[src/design/process_state_queue_manager_assert.svh]
// Assertion macros shared by the process state queue manager RTL.
`ifndef PROCESS_STATE_QUEUE_MANAGER_ASSERT_SVH
`define PROCESS_STATE_QUEUE_MANAGER_ASSERT_SVH

// Condition that must hold at every clock edge outside reset.
`define PSQM_ASSERT_ALWAYS(name, clk, rst_n, expr, msg) \
    name: assert property (@(posedge clk) disable iff (!rst_n) (expr)) \
        else $error(msg);

// Condition that must hold in the cycle after a trigger.
`define PSQM_ASSERT_NEXT(name, clk, rst_n, ante, cons, msg) \
    name: assert property (@(posedge clk) disable iff (!rst_n) (ante) |=> (cons)) \
        else $error(msg);

`endif

[src/design/psqm_pkg.sv]
// Package: types, codes and constants of the process state queue manager.
package psqm_pkg;

    localparam int MAX_PROCESSES_DEF = 16;
    localparam int ID_BITS_DEF       = 16;

    localparam int CMD_W    = 3;
    localparam int TID_W    = 16;
    localparam int STATUS_W = 4;
    localparam int PSTATE_W = 3;
    localparam int REAP_W   = 5;

    typedef enum logic [CMD_W-1:0] {
        CMD_CREATE,
        CMD_ADMIT,
        CMD_DISPATCH,
        CMD_YIELD,
        CMD_BLOCK,
        CMD_WAKE,
        CMD_FINISH,
        CMD_REAP
    } cmd_t;

    typedef enum logic [PSTATE_W-1:0] {
        PS_NEW,
        PS_READY,
        PS_RUNNING,
        PS_BLOCKED,
        PS_TERMINATED
    } pstate_t;

    typedef enum logic [STATUS_W-1:0] {
        STAT_OK,
        STAT_INVALID_ID,
        STAT_NOT_FOUND,
        STAT_WRONG_STATE,
        STAT_NONE_RUNNING,
        STAT_ALREADY_RUNNING,
        STAT_NONE_READY,
        STAT_TABLE_FULL,
        STAT_IDS_EXHAUSTED
    } status_t;

    typedef enum logic [3:0] {
        S_IDLE,
        S_FREE,
        S_SCAN_RD,
        S_SCAN_CHK,
        S_FIFO_RD,
        S_FIFO_USE,
        S_SLOT_RD,
        S_SLOT_UPD,
        S_DONE
    } seq_state_t;

    typedef struct packed {
        status_t             status;
        logic [TID_W-1:0]    result_id;
        pstate_t             from_state;
        pstate_t             to_state;
        logic [REAP_W-1:0]   reaped_count;
    } res_t;

    typedef struct packed {
        logic idle;
        logic done;
    } seq_stat_t;

    typedef struct packed {
        logic id_hit;
        logic state_hit;
    } cmp_out_t;

endpackage

[src/design/psqm_ram.sv]
// Generic single-write, single-read RAM with registered read data.
module psqm_ram #(
    parameter int WIDTH = 8,
    parameter int DEPTH = 16
)(
    input  logic                     clk,
    input  logic                     wr_en,
    input  logic [$clog2(DEPTH)-1:0] wr_addr,
    input  logic [WIDTH-1:0]         wr_data,
    input  logic                     rd_en,
    input  logic [$clog2(DEPTH)-1:0] rd_addr,
    output logic [WIDTH-1:0]         rd_data
);

    logic [WIDTH-1:0] mem_reg [DEPTH];

    always_ff @(posedge clk)
    begin
        if (wr_en)
        begin
            mem_reg[wr_addr] <= wr_data;
        end
        if (rd_en)
        begin
            rd_data <= mem_reg[rd_addr];
        end
    end

endmodule

[src/design/psqm_cmp.sv]
// Shared compare unit: matches one table entry against the key id and state.
module psqm_cmp
    import psqm_pkg::*;
#(
    parameter int ID_BITS = ID_BITS_DEF
)(
    input  logic                entry_valid,
    input  logic [ID_BITS-1:0]  entry_id,
    input  pstate_t             entry_state,
    input  logic [TID_W-1:0]    key_id,
    input  pstate_t             key_state,
    output cmp_out_t            hit
);

    // compare at the sum of the two widths so no bits are lost
    logic [ID_BITS+TID_W-1:0] entry_ext;
    logic [ID_BITS+TID_W-1:0] key_ext;

    assign entry_ext = {{TID_W{1'b0}}, entry_id};
    assign key_ext   = {{ID_BITS{1'b0}}, key_id};

    assign hit.id_hit    = entry_valid && (entry_ext == key_ext);
    assign hit.state_hit = entry_valid && (entry_state == key_state);

endmodule

[src/design/psqm_ctrl.sv]
// Sequencer: slot table, ready queue and command execution.
`include "process_state_queue_manager_assert.svh"

module psqm_ctrl
    import psqm_pkg::*;
#(
    parameter int MAX_PROCESSES = MAX_PROCESSES_DEF,
    parameter int ID_BITS       = ID_BITS_DEF
)(
    input  logic             clk,
    input  logic             rst_n,
    input  logic             start,
    input  cmd_t             command,
    input  logic [TID_W-1:0] target_id,
    input  logic             take,
    output seq_stat_t        stat,
    output res_t             res
);

    localparam int SLOT_W = $clog2(MAX_PROCESSES);
    localparam int CNT_W  = $clog2(MAX_PROCESSES + 1);
    localparam int ENT_W  = ID_BITS + PSTATE_W;
    localparam logic [SLOT_W-1:0] LAST_SLOT = SLOT_W'(MAX_PROCESSES - 1);
    localparam logic [CNT_W-1:0]  MAX_CNT   = CNT_W'(MAX_PROCESSES);
    localparam logic [CNT_W:0]    MAX_SUM   = (CNT_W + 1)'(MAX_PROCESSES);

    seq_state_t               state_reg, state_next;
    cmd_t                     cmd_reg, cmd_next;
    logic [TID_W-1:0]         tid_reg, tid_next;
    logic [SLOT_W-1:0]        idx_reg, idx_next;
    logic [SLOT_W-1:0]        slot_reg, slot_next;
    logic [CNT_W-1:0]         cnt_reg, cnt_next;
    res_t                     res_reg, res_next;
    logic [MAX_PROCESSES-1:0] valid_reg, valid_next;
    logic [SLOT_W-1:0]        head_reg, head_next;
    logic [CNT_W-1:0]         count_reg, count_next;
    logic                     run_valid_reg, run_valid_next;
    logic [SLOT_W-1:0]        run_slot_reg, run_slot_next;
    logic [ID_BITS:0]         next_id_reg, next_id_next;

    logic                slot_wr_en;
    logic [SLOT_W-1:0]   slot_wr_addr;
    logic [ENT_W-1:0]    slot_wr_data;
    logic                slot_rd_en;
    logic [SLOT_W-1:0]   slot_rd_addr;
    logic [ENT_W-1:0]    slot_rd_data;
    logic                fifo_wr_en;
    logic [SLOT_W-1:0]   fifo_rd_data;
    logic                fifo_rd_en;

    logic [ID_BITS-1:0]       ent_id;
    pstate_t                  ent_state;
    logic [ID_BITS+TID_W-1:0] ent_id_ext;
    logic [ID_BITS+TID_W-1:0] new_id_ext;
    logic [CNT_W+REAP_W-1:0]  reap_ext;
    pstate_t                  need_state;
    pstate_t                  move_state;
    cmp_out_t                 cmp_hit;
    logic                     last_idx;

    logic                push_req;
    logic [SLOT_W-1:0]   push_slot;
    logic [CNT_W:0]      push_sum;
    logic [CNT_W:0]      push_pos;
    logic [SLOT_W-1:0]   head_inc;

    assign ent_id     = slot_rd_data[ENT_W-1:PSTATE_W];
    assign ent_state  = pstate_t'(slot_rd_data[PSTATE_W-1:0]);
    assign ent_id_ext = {{TID_W{1'b0}}, ent_id};
    assign new_id_ext = {{TID_W{1'b0}}, next_id_reg[ID_BITS-1:0]};
    assign last_idx   = (idx_reg == LAST_SLOT);

    assign need_state = (cmd_reg == CMD_REAP)  ? PS_TERMINATED :
                        (cmd_reg == CMD_ADMIT) ? PS_NEW : PS_BLOCKED;
    assign move_state = (cmd_reg == CMD_YIELD) ? PS_READY :
                        (cmd_reg == CMD_BLOCK) ? PS_BLOCKED : PS_TERMINATED;

    // tail of the circular ready queue
    assign push_sum = (CNT_W + 1)'(head_reg) + (CNT_W + 1)'(count_reg);
    assign push_pos = (push_sum >= MAX_SUM) ? (push_sum - MAX_SUM) : push_sum;
    assign head_inc = (head_reg == LAST_SLOT) ? '0 : head_reg + 1'b1;

    psqm_cmp #(
        .ID_BITS (ID_BITS)
    ) u_cmp (
        .entry_valid (valid_reg[idx_reg]),
        .entry_id    (ent_id),
        .entry_state (ent_state),
        .key_id      (tid_reg),
        .key_state   (need_state),
        .hit         (cmp_hit)
    );

    // slot table: {id, state} per slot
    psqm_ram #(
        .WIDTH (ENT_W),
        .DEPTH (MAX_PROCESSES)
    ) u_slot_ram (
        .clk     (clk),
        .wr_en   (slot_wr_en),
        .wr_addr (slot_wr_addr),
        .wr_data (slot_wr_data),
        .rd_en   (slot_rd_en),
        .rd_addr (slot_rd_addr),
        .rd_data (slot_rd_data)
    );

    // ready queue of slot numbers
    psqm_ram #(
        .WIDTH (SLOT_W),
        .DEPTH (MAX_PROCESSES)
    ) u_fifo_ram (
        .clk     (clk),
        .wr_en   (fifo_wr_en),
        .wr_addr (push_pos[SLOT_W-1:0]),
        .wr_data (push_slot),
        .rd_en   (fifo_rd_en),
        .rd_addr (head_reg),
        .rd_data (fifo_rd_data)
    );

    // next state
    always_comb
    begin
        state_next = state_reg;
        case (state_reg)
            S_IDLE:
            begin
                if (start)
                begin
                    case (command)
                        CMD_CREATE:
                            state_next = next_id_reg[ID_BITS] ? S_DONE : S_FREE;
                        CMD_ADMIT, CMD_WAKE:
                            state_next = (target_id == '0) ? S_DONE : S_SCAN_RD;
                        CMD_DISPATCH:
                            state_next = run_valid_reg      ? S_SLOT_RD :
                                         (count_reg == '0)  ? S_DONE : S_FIFO_RD;
                        CMD_YIELD, CMD_BLOCK, CMD_FINISH:
                            state_next = run_valid_reg ? S_SLOT_RD : S_DONE;
                        CMD_REAP:
                            state_next = S_SCAN_RD;
                        default:
                            state_next = S_DONE;
                    endcase
                end
            end
            S_FREE:
            begin
                if (!valid_reg[idx_reg] || last_idx)
                begin
                    state_next = S_DONE;
                end
            end
            S_SCAN_RD:
                state_next = S_SCAN_CHK;
            S_SCAN_CHK:
            begin
                if ((cmd_reg != CMD_REAP && cmp_hit.id_hit) || last_idx)
                begin
                    state_next = S_DONE;
                end
                else
                begin
                    state_next = S_SCAN_RD;
                end
            end
            S_FIFO_RD:
                state_next = S_FIFO_USE;
            S_FIFO_USE:
                state_next = S_SLOT_RD;
            S_SLOT_RD:
                state_next = S_SLOT_UPD;
            S_SLOT_UPD:
                state_next = S_DONE;
            S_DONE:
            begin
                if (take)
                begin
                    state_next = S_IDLE;
                end
            end
            default:
                state_next = S_IDLE;
        endcase
    end

    // datapath and memory control
    always_comb
    begin
        cmd_next       = cmd_reg;
        tid_next       = tid_reg;
        idx_next       = idx_reg;
        slot_next      = slot_reg;
        cnt_next       = cnt_reg;
        res_next       = res_reg;
        valid_next     = valid_reg;
        head_next      = head_reg;
        count_next     = count_reg;
        run_valid_next = run_valid_reg;
        run_slot_next  = run_slot_reg;
        next_id_next   = next_id_reg;
        slot_wr_en     = 1'b0;
        slot_wr_addr   = idx_reg;
        slot_wr_data   = slot_rd_data;
        slot_rd_en     = 1'b0;
        slot_rd_addr   = idx_reg;
        fifo_rd_en     = 1'b0;
        push_req       = 1'b0;
        push_slot      = idx_reg;
        reap_ext       = {{REAP_W{1'b0}}, cnt_reg};

        case (state_reg)
            S_IDLE:
            begin
                if (start)
                begin
                    cmd_next = command;
                    tid_next = target_id;
                    idx_next = '0;
                    cnt_next = '0;
                    res_next = '0;
                    case (command)
                        CMD_CREATE:
                        begin
                            if (next_id_reg[ID_BITS])
                            begin
                                res_next.status = STAT_IDS_EXHAUSTED;
                            end
                        end
                        CMD_ADMIT, CMD_WAKE:
                        begin
                            if (target_id == '0)
                            begin
                                res_next.status = STAT_INVALID_ID;
                            end
                        end
                        CMD_DISPATCH:
                        begin
                            slot_next = run_slot_reg;
                            if (run_valid_reg)
                            begin
                                res_next.status = STAT_ALREADY_RUNNING;
                            end
                            else if (count_reg == '0)
                            begin
                                res_next.status = STAT_NONE_READY;
                            end
                        end
                        CMD_YIELD, CMD_BLOCK, CMD_FINISH:
                        begin
                            slot_next = run_slot_reg;
                            if (!run_valid_reg)
                            begin
                                res_next.status = STAT_NONE_RUNNING;
                            end
                        end
                        default:
                        begin
                        end
                    endcase
                end
            end
            S_FREE:
            begin
                if (!valid_reg[idx_reg])
                begin
                    slot_wr_en           = 1'b1;
                    slot_wr_data         = {next_id_reg[ID_BITS-1:0], PS_NEW};
                    valid_next[idx_reg]  = 1'b1;
                    res_next.result_id   = new_id_ext[TID_W-1:0];
                    next_id_next         = next_id_reg + 1'b1;
                end
                else if (last_idx)
                begin
                    res_next.status = STAT_TABLE_FULL;
                end
                else
                begin
                    idx_next = idx_reg + 1'b1;
                end
            end
            S_SCAN_RD:
            begin
                slot_rd_en = 1'b1;
            end
            S_SCAN_CHK:
            begin
                if (cmd_reg == CMD_REAP)
                begin
                    if (cmp_hit.state_hit)
                    begin
                        valid_next[idx_reg] = 1'b0;
                        cnt_next            = cnt_reg + 1'b1;
                    end
                    reap_ext              = {{REAP_W{1'b0}}, cnt_next};
                    res_next.reaped_count = reap_ext[REAP_W-1:0];
                    if (!last_idx)
                    begin
                        idx_next = idx_reg + 1'b1;
                    end
                end
                else if (cmp_hit.id_hit)
                begin
                    res_next.result_id = tid_reg;
                    if (!cmp_hit.state_hit)
                    begin
                        res_next.status     = STAT_WRONG_STATE;
                        res_next.from_state = ent_state;
                    end
                    else
                    begin
                        slot_wr_en          = 1'b1;
                        slot_wr_data        = {ent_id, PS_READY};
                        push_req            = 1'b1;
                        res_next.from_state = need_state;
                        res_next.to_state   = PS_READY;
                    end
                end
                else if (last_idx)
                begin
                    res_next.status = STAT_NOT_FOUND;
                end
                else
                begin
                    idx_next = idx_reg + 1'b1;
                end
            end
            S_FIFO_RD:
            begin
                fifo_rd_en = 1'b1;
            end
            S_FIFO_USE:
            begin
                slot_next  = fifo_rd_data;
                head_next  = head_inc;
                count_next = count_reg - 1'b1;
            end
            S_SLOT_RD:
            begin
                slot_rd_en   = 1'b1;
                slot_rd_addr = slot_reg;
            end
            S_SLOT_UPD:
            begin
                res_next.result_id = ent_id_ext[TID_W-1:0];
                slot_wr_addr       = slot_reg;
                push_slot          = slot_reg;
                if (cmd_reg == CMD_DISPATCH)
                begin
                    // already-running error only reports the running id
                    if (!run_valid_reg)
                    begin
                        slot_wr_en          = 1'b1;
                        slot_wr_data        = {ent_id, PS_RUNNING};
                        run_valid_next      = 1'b1;
                        run_slot_next       = slot_reg;
                        res_next.from_state = PS_READY;
                        res_next.to_state   = PS_RUNNING;
                    end
                end
                else
                begin
                    slot_wr_en          = 1'b1;
                    slot_wr_data        = {ent_id, move_state};
                    run_valid_next      = 1'b0;
                    res_next.from_state = PS_RUNNING;
                    res_next.to_state   = move_state;
                    push_req            = (cmd_reg == CMD_YIELD);
                end
            end
            default:
            begin
            end
        endcase

        // queue push; a full queue drops it
        fifo_wr_en = push_req && (count_reg < MAX_CNT);
        if (fifo_wr_en)
        begin
            count_next = count_reg + 1'b1;
        end
    end

    always_ff @(posedge clk or negedge rst_n)
    begin
        if (!rst_n)
        begin
            state_reg     <= S_IDLE;
            valid_reg     <= '0;
            head_reg      <= '0;
            count_reg     <= '0;
            run_valid_reg <= 1'b0;
            run_slot_reg  <= '0;
            next_id_reg   <= (ID_BITS + 1)'(1);
        end
        else
        begin
            state_reg     <= state_next;
            valid_reg     <= valid_next;
            head_reg      <= head_next;
            count_reg     <= count_next;
            run_valid_reg <= run_valid_next;
            run_slot_reg  <= run_slot_next;
            next_id_reg   <= next_id_next;
        end
    end

    always_ff @(posedge clk)
    begin
        cmd_reg  <= cmd_next;
        tid_reg  <= tid_next;
        idx_reg  <= idx_next;
        slot_reg <= slot_next;
        cnt_reg  <= cnt_next;
        res_reg  <= res_next;
    end

    assign stat.idle = (state_reg == S_IDLE);
    assign stat.done = (state_reg == S_DONE);
    assign res       = res_reg;

    `PSQM_ASSERT_ALWAYS(a_queue_bound, clk, rst_n, count_reg <= MAX_CNT, "ready queue over capacity")
    `PSQM_ASSERT_ALWAYS(a_running_live, clk, rst_n, !run_valid_reg || valid_reg[run_slot_reg], "running slot is not allocated")
    `PSQM_ASSERT_ALWAYS(a_next_id_nonzero, clk, rst_n, next_id_reg != '0, "next id wrapped to zero")
    `PSQM_ASSERT_NEXT(a_result_held, clk, rst_n, state_reg == S_DONE && !take, state_reg == S_DONE && $stable(res_reg), "finished result changed before hand-off")

endmodule

[config.mk]
export PLATFORM = sky130hd
export DESIGN_NAME = psqm_ctrl
export DESIGN_NICKNAME = d
export VERILOG_FILES = /design/src/design/psqm_pkg.sv /design/src/design/psqm_ram.sv /design/src/design/psqm_cmp.sv /design/src/design/psqm_ctrl.sv
export VERILOG_INCLUDE_DIRS = /design/src /design/src/design
export SDC_FILE = /design/constraint.sdc
export NUM_CORES = 1
export LEC_CHECK = 0
export ABC_AREA = 1
export BUFFER_PORTS_ARGS = -buffer_cell sky130_fd_sc_hd__buf_2
export CAP_MARGIN = 20
export CORE_MARGIN = 2
export CORE_UTILIZATION = 39
export DETAILED_ROUTE_END_ITERATION = 7
export GPL_ROUTABILITY_DRIVEN = 1
export SLEW_MARGIN = 20
export SYNTH_ARGS = -nofsm -noshare
export SYNTH_HDL_FRONTEND = slang
export SYNTH_SLANG_ARGS = --single-unit
[constraint.sdc]
create_clock -name clk -period 8.4 [get_ports clk]
set_input_delay 1.26 -clock clk [delete_from_list [all_inputs] [get_ports clk]]
set_output_delay 1.26 -clock clk [all_outputs]
set_load 0.1 [all_outputs]
==> out/summary.txt, run 1 <==
Die area -> 57500 µm²
RSZ-0062 raised after global routing -> false
DIE HEIGHT -> 240 µm
First-pass GRT wire length -> 83800 µm
Count leader, synth -> edfxtp_1
Synth Register Bits -> 500
Buffer count from post-CTS setup fixing -> 0
Simple-Gate Fraction of Synth Area -> 12.4%
Hpwl dp -> 34500 µm
Maximum vdd ir drop -> 241 µV
Num ports -> 56
Largest family of logic cells by synthesized area -> compound AO/OA/AOI/OAI gates
Power Total -> 8.28 mW
Final nets -> 2014
Share of the synthesized area in the top cell type -> 62.2%
Vias in the first global route -> 14085
Worst Path Required -> 8620 ps
Clock latency at the later pin of the worst-skew pair -> 620 ps
Initial antenna violation count -> 0
Initial DRC count -> 1516
Status -> completed
GRT Residual Overflow -> 0
Htree depth -> 2
Via count -> 14626
Fraction of registers with async set/reset -> 10.2%
Post-synth top area cell -> edfxtp_1
Data arrival, critical path -> 4470 ps
Clock power frac -> 27.7%
Post-route setup TNS -> 0 ps
Post-route DRC -> 0
F_max -> 235 MHz
Comb pwr share -> 32.6%
Core Area -> 55000 µm²
Ys Warns -> 0
Post-synthesis xor/xnor area fraction -> 1.25%
Commonest cells in the netlist -> edfxtp_1, nand2_1, o21ai_0, nor2_1, inv_1
Cts hold-fix bufs -> 0
Max Slew Vio Count -> 0
Reg2reg setup slack -> 4150 ps
Cts repair resizes -> 0
Syn avg cell area -> 11.3 µm²
Switching part of the total -> 38.8%
Max reg flops -> 304
Share of layout cells above drive strength 1 -> 10.4%
Row count -> 86
Adder-cell area share of the yosys netlist -> 0.935%
Max_slew headroom -> 28.4%
Final setup vio count -> 0
Die width -> 240 µm
Avg WL per Cell -> 19.7 µm
Initial Util -> 39.4%
Setup CP Type -> reg2reg
Final ANT Viol Nets -> 0
Synth Net Count -> 1958
CP max FO -> 22
Flop pwr share -> 39.8%
Post-Layout Cell Count -> 2764
Area growth from synthesis to layout -> 13.5%
Critical path launch point type -> flip-flop
Inserted Clock Buffers -> 53
Post-Syn Area -> 21700 µm²
Post-synthesis sequential area ratio -> 68.1%
CTS Sinks -> 500
CP endpoint kind -> flip-flop
CTS tree -> yes
Mapped Cells -> 1920
Worst-Margin Slew -> 1070 ps
Routed WL -> 54500 µm
Internal Pwr Total -> 5.07 mW
Max-capacitance violation count -> 0
Pwr Density -> 337 nW/µm²
Placer Congestion -> 0.855
Placed cells -> 2669
Compound-Gate Fraction of Synth Area -> 12.6%
Number of port buffers -> 55
Vias per std cell -> 5.29
Overall Global Routing Usage -> 19.1%
Crit path time final -> 4250 ps
Crit share post-route -> 50.6%
Post-synth EDFFs -> 449
Clk pin slew, worst setup/hold paths -> 60 ps
Detailed Routing Iterations Pass 1 -> 5
Clock Tree Root -> clkbuf_16
Ys flop type -> edfxtp_1
Post-layout util -> 44.8%
Diode count -> 0
Mux share of post-synthesis cell area -> 0%
Area contributors post-synth -> edfxtp_1, dfrtp_1, o21ai_0
Longest Clk Path Bufs -> 3
Post-route cell area -> 24600 µm²
Post-synth cell types -> 41
Cell leakage power -> 8.85 nW
Hold Crit Class -> reg2reg
Hold Vio Cnt, Final -> 0
Final Skew -> 23.2 ps
Largest net degree at the start of global routing -> 97
DP Area -> 22900 µm²
Sw Pwr -> 3.22 mW
[critical path: stages (launching register included)]
cell and delay [ps]:
dfrtp_1 440, inv_2 90, nand2_1 150, nor2_2 680
inv_2 380, nand2_1 130, o21ai_1 180, inv_1 420
nand3_1 430, nor2_2 940
[layout by cell type, fill, tap and decap left out, drive strengths merged]
cell type / Yosys / final
o211ai: 111 / 111
o21a: 1 / 1
dfstp: 1 / 1
nor2: 230 / 230
a211oi: 2 / 2
o2111ai: 1 / 1
nand3b: 1 / 1
and3: 1 / 1
dfrtp: 50 / 50
ha: 13 / 13
nor3b: 2 / 2
o21bai: 22 / 22
nor4: 3 / 3
fa: 2 / 2
bufinv: 0 / 5
inv: 170 / 171
nand3: 76 / 76
nor3: 22 / 22
or2: 7 / 7
clkbuf: 55 / 66
o22ai: 16 / 16
nand4: 12 / 12
a31oi: 2 / 2
xor2: 19 / 19
o21ai: 266 / 266
buf: 34 / 90
clkinvlp: 0 / 3
xnor2: 12 / 12
o221ai: 10 / 10
nand2: 297 / 297
o311ai: 2 / 2
clkinv: 3 / 23
a21oi: 28 / 28
edfxtp: 449 / 449
[routing by layer]
layer | global-route usage (%) | vias to the layer above | routed length [µm]
met1 | 28.1 | 7215 | 25700
met2 | 29.4 | 436 | 24700
met3 | 3.30 | 72 | 3200
met4 | 4.73 | 0 | 972
li1 | - | 6903 | -
met5 | 0 | - | 0
[path summary, 6_finish.rpt]
kind,startpoint,to,depth (start not counted)
max,state_reg[3]$_DFFE_PN0P_,u_slot_ram.mem_reg[9][8]$_DFFE_PP_,9
min,flip-flop,flip-flop,2
max reg2reg,state_reg[3]$_DFFE_PN0P_,u_slot_ram.mem_reg[9][8]$_DFFE_PP_,9
min reg2reg,flip-flop,flip-flop,2
max in group asynchronous,rst_n,head_reg[0]$_DFFE_PN0P_,2
min in group asynchronous,rst_n,asynchronous set/reset pin,2
[area by class of cell]
| type | instances | area, µm² |
|---|---|---|
| fillers | 5035 | 30400 |
| flip-flops and latches | 500 | 14800 |
| multi-input cells | 1158 | 6020 |
| clock buffers | 66 | 1380 |
| well taps | 748 | 936 |
| inverters | 173 | 649 |
| repair buffers | 90 | 546 |
| clock inverters | 29 | 318 |
[power by group through the flow]
stage	Clock [mW]	Sequential, mW	Combinational, mW
floorplan	0	3.76	1.39
global placement	0	3.34	2.66
detailed placement	0	3.34	2.68
CTS	2.34	3.29	2.69
global route	2.43	3.32	2.93
finish	2.29	3.29	2.70
[stage by stage]
step	setup slack (ps)	hold WS [ps]
detailed placement	4210	462
floorplan	4160	441
finish	4150	471
CTS	4200	475
global route	3890	491
global placement	4310	453
[logic make-up (layout without fill, tap and decap cells)]
group / count (synthesis) / count (layout)
compound gates: 461 / 461
xor+xnor: 31 / 31
simple gates: 651 / 651
flops: 500 / 500
fa+ha+maj: 15 / 15
buf+inv: 262 / 358
(Power assumes the default switching activity.)
==> inputs of run 2 (changes only) <==
Clock period 8.4 ns to 4.2 ns, I/O delays scaled along.
==> out/summary.txt, run 2 (synthesized netlist as in run 1, its figures left out) <==
CP endpoint kind -> flip-flop
GRT busiest layer -> met2
Avg WL per Cell -> 20.1 µm
Detailed Routing Iterations Pass 1 -> 5
Data arrival, critical path -> 4120 ps
Inserted Clock Buffers -> 53
Clock latency at the later pin of the worst-skew pair -> 630 ps
Die area -> 57500 µm²
CP max FO -> 14
DP Area -> 23300 µm²
Number of port buffers -> 55
Max Slew Vio Count -> 0
Vias per std cell -> 5.34
Final Skew -> 31.6 ps
Htree depth -> 2
Overall Global Routing Usage -> 19.7%
Diode count -> 0
First-pass GRT wire length -> 86600 µm
Share of layout cells above drive strength 1 -> 12.2%
Setup CP Type -> reg2reg
Placed cells -> 2714
Initial antenna violation count -> 0
Cts repair resizes -> 0
F_max -> 279 MHz
Most common cell after layout, fill and taps aside -> edfxtp_1
Worst Path Required -> 4740 ps
Largest net degree at the start of global routing -> 77
Row count -> 86
Pwr Density -> 679 nW/µm²
Status -> completed
Num ports -> 56
Critical path launch point type -> flip-flop
Final nets -> 2060
Max reg flops -> 304
Reg2reg setup slack -> 620 ps
Vias in the first global route -> 14566
Hold Vio Cnt, Final -> 0
CTS tree -> yes
Crit share post-route -> 85.3%
Buffer count from post-CTS setup fixing -> 0
Cts hold-fix bufs -> 0
Most frequent cells in the layout -> edfxtp_1, nand2_1, o21ai_0
Placer Congestion -> 0.882
Hpwl dp -> 37500 µm
Power Total -> 17.0 mW
Max-capacitance violation count -> 0
Worst r2r src -> idx_reg[0]$_SDFFCE_PP0P_
Final ANT Viol Nets -> 0
Cell leakage power -> 9.13 nW
Worst-Margin Slew -> 1110 ps
Maximum vdd ir drop -> 369 µV
Post-route setup TNS -> 0 ps
RR Endpoint -> count_reg[4]$_DFFE_PN0P_
Initial Util -> 39.4%
Die width -> 240 µm
Routed WL -> 56400 µm
Fillers -> 4981
Longest Clk Path Bufs -> 3
Via count -> 14996
M2 GR Usage -> 30.3%
Met1 usage -> 28.2%
DIE HEIGHT -> 240 µm
RSZ-0062 raised after global routing -> false
GRT Residual Overflow -> 0
Clk pin slew, worst setup/hold paths -> 60 ps
R2R depth -> 19
Hold Crit Class -> in2async
Crit path time final -> 3580 ps
Initial DRC count -> 1499
Area growth from synthesis to layout -> 15.4%
Clock Tree Root -> clkbuf_16
CTS Sinks -> 500
GR Layer Usage met3 -> 4.23%
Post-Layout Cell Count -> 2810
Final setup vio count -> 0
Post-route cell area -> 25000 µm²
Core Area -> 55000 µm²
Max_slew headroom -> 25.5%
Post-route DRC -> 0
run 2: cell types whose count changed in the layout (fill, tap and decap cells not counted), moves of 2 or more:
cell	before	now
buf_12	0	5
buf_4	34	75
clkbuf_1	13	18
clkbuf_8	0	4
clkinv_1	12	10
clkinv_2	9	5
clkinvlp_4	3	0
nor2_2	12	20
nor2_4	12	4
run 2: cell type report:
type                            instances  area (µm²)  share of cell area (%)
Inverter                              173         649                    2.60
Timing Repair Buffer                  136         966                    3.86
Clock inverter                         20         270                    1.08
Tap cell                              748         936                    3.74
Clock buffer                           75        1450                    5.79
Multi-Input combinational cell       1158        5990                    23.9
Sequential cell                       500       14800                    59.0
run 2: layer usage:
layer / up-vias / wire length (µm)
met1: 7347 / 25500
met2: 570 / 25400
li1: 6995 / -
met3: 84 / 4240
met5: - / 0
met4: 0 / 1340
run 2: worst max-delay path by stage:
stage,from,endpoint,slack (ps)
2_1_floorplan,state_reg[3]$_DFFE_PN0P_,slot_reg[0]$_DFFE_PP_,380
3_3_place_gp,idx_reg[0]$_SDFFCE_PP0P_,count_reg[4]$_DFFE_PN0P_,690
3_5_place_dp,idx_reg[0]$_SDFFCE_PP0P_,count_reg[4]$_DFFE_PN0P_,640
4_1_cts,idx_reg[0]$_SDFFCE_PP0P_,count_reg[4]$_DFFE_PN0P_,620
5_1_grt,idx_reg[0]$_SDFFCE_PP0P_,count_reg[4]$_DFFE_PN0P_,220
6_report,idx_reg[0]$_SDFFCE_PP0P_,count_reg[4]$_DFFE_PN0P_,620
run 2: critical path, stage by stage (launching register included):
cell	delay [ps]
edfxtp_1	670
inv_1	380
nand2_1	150
nand3_1	70
nand2_1	70
nand2_1	60
nand2_1	90
clkinv_1	70
nand2_2	180
nand4_1	210
nand2_1	230
nand2_1	250
fa_1	470
nand2_1	80
nand2_1	50
a21oi_1	150
nand2_1	100
nand3_1	90
nand3_1	80
nand2_1	60
run 2: metrics by stage:
stage	setup WS, ps	util, %	hold slack, ps
after global placement	686	42.3	460
after floorplan	376	-	334
after global routing	218	45.5	98.7
after CTS	620	45.4	72.9
after detailed placement	644	42.3	464
final	616	45.5	62.7
run 2: where the power goes:
part           switching, mW  internal, mW  total, mW  leakage [nW]
sequential             0.236          6.35       6.58          4.79
clock                   1.92          2.71       4.63         0.832
combinational           4.42          1.35       5.77          3.51
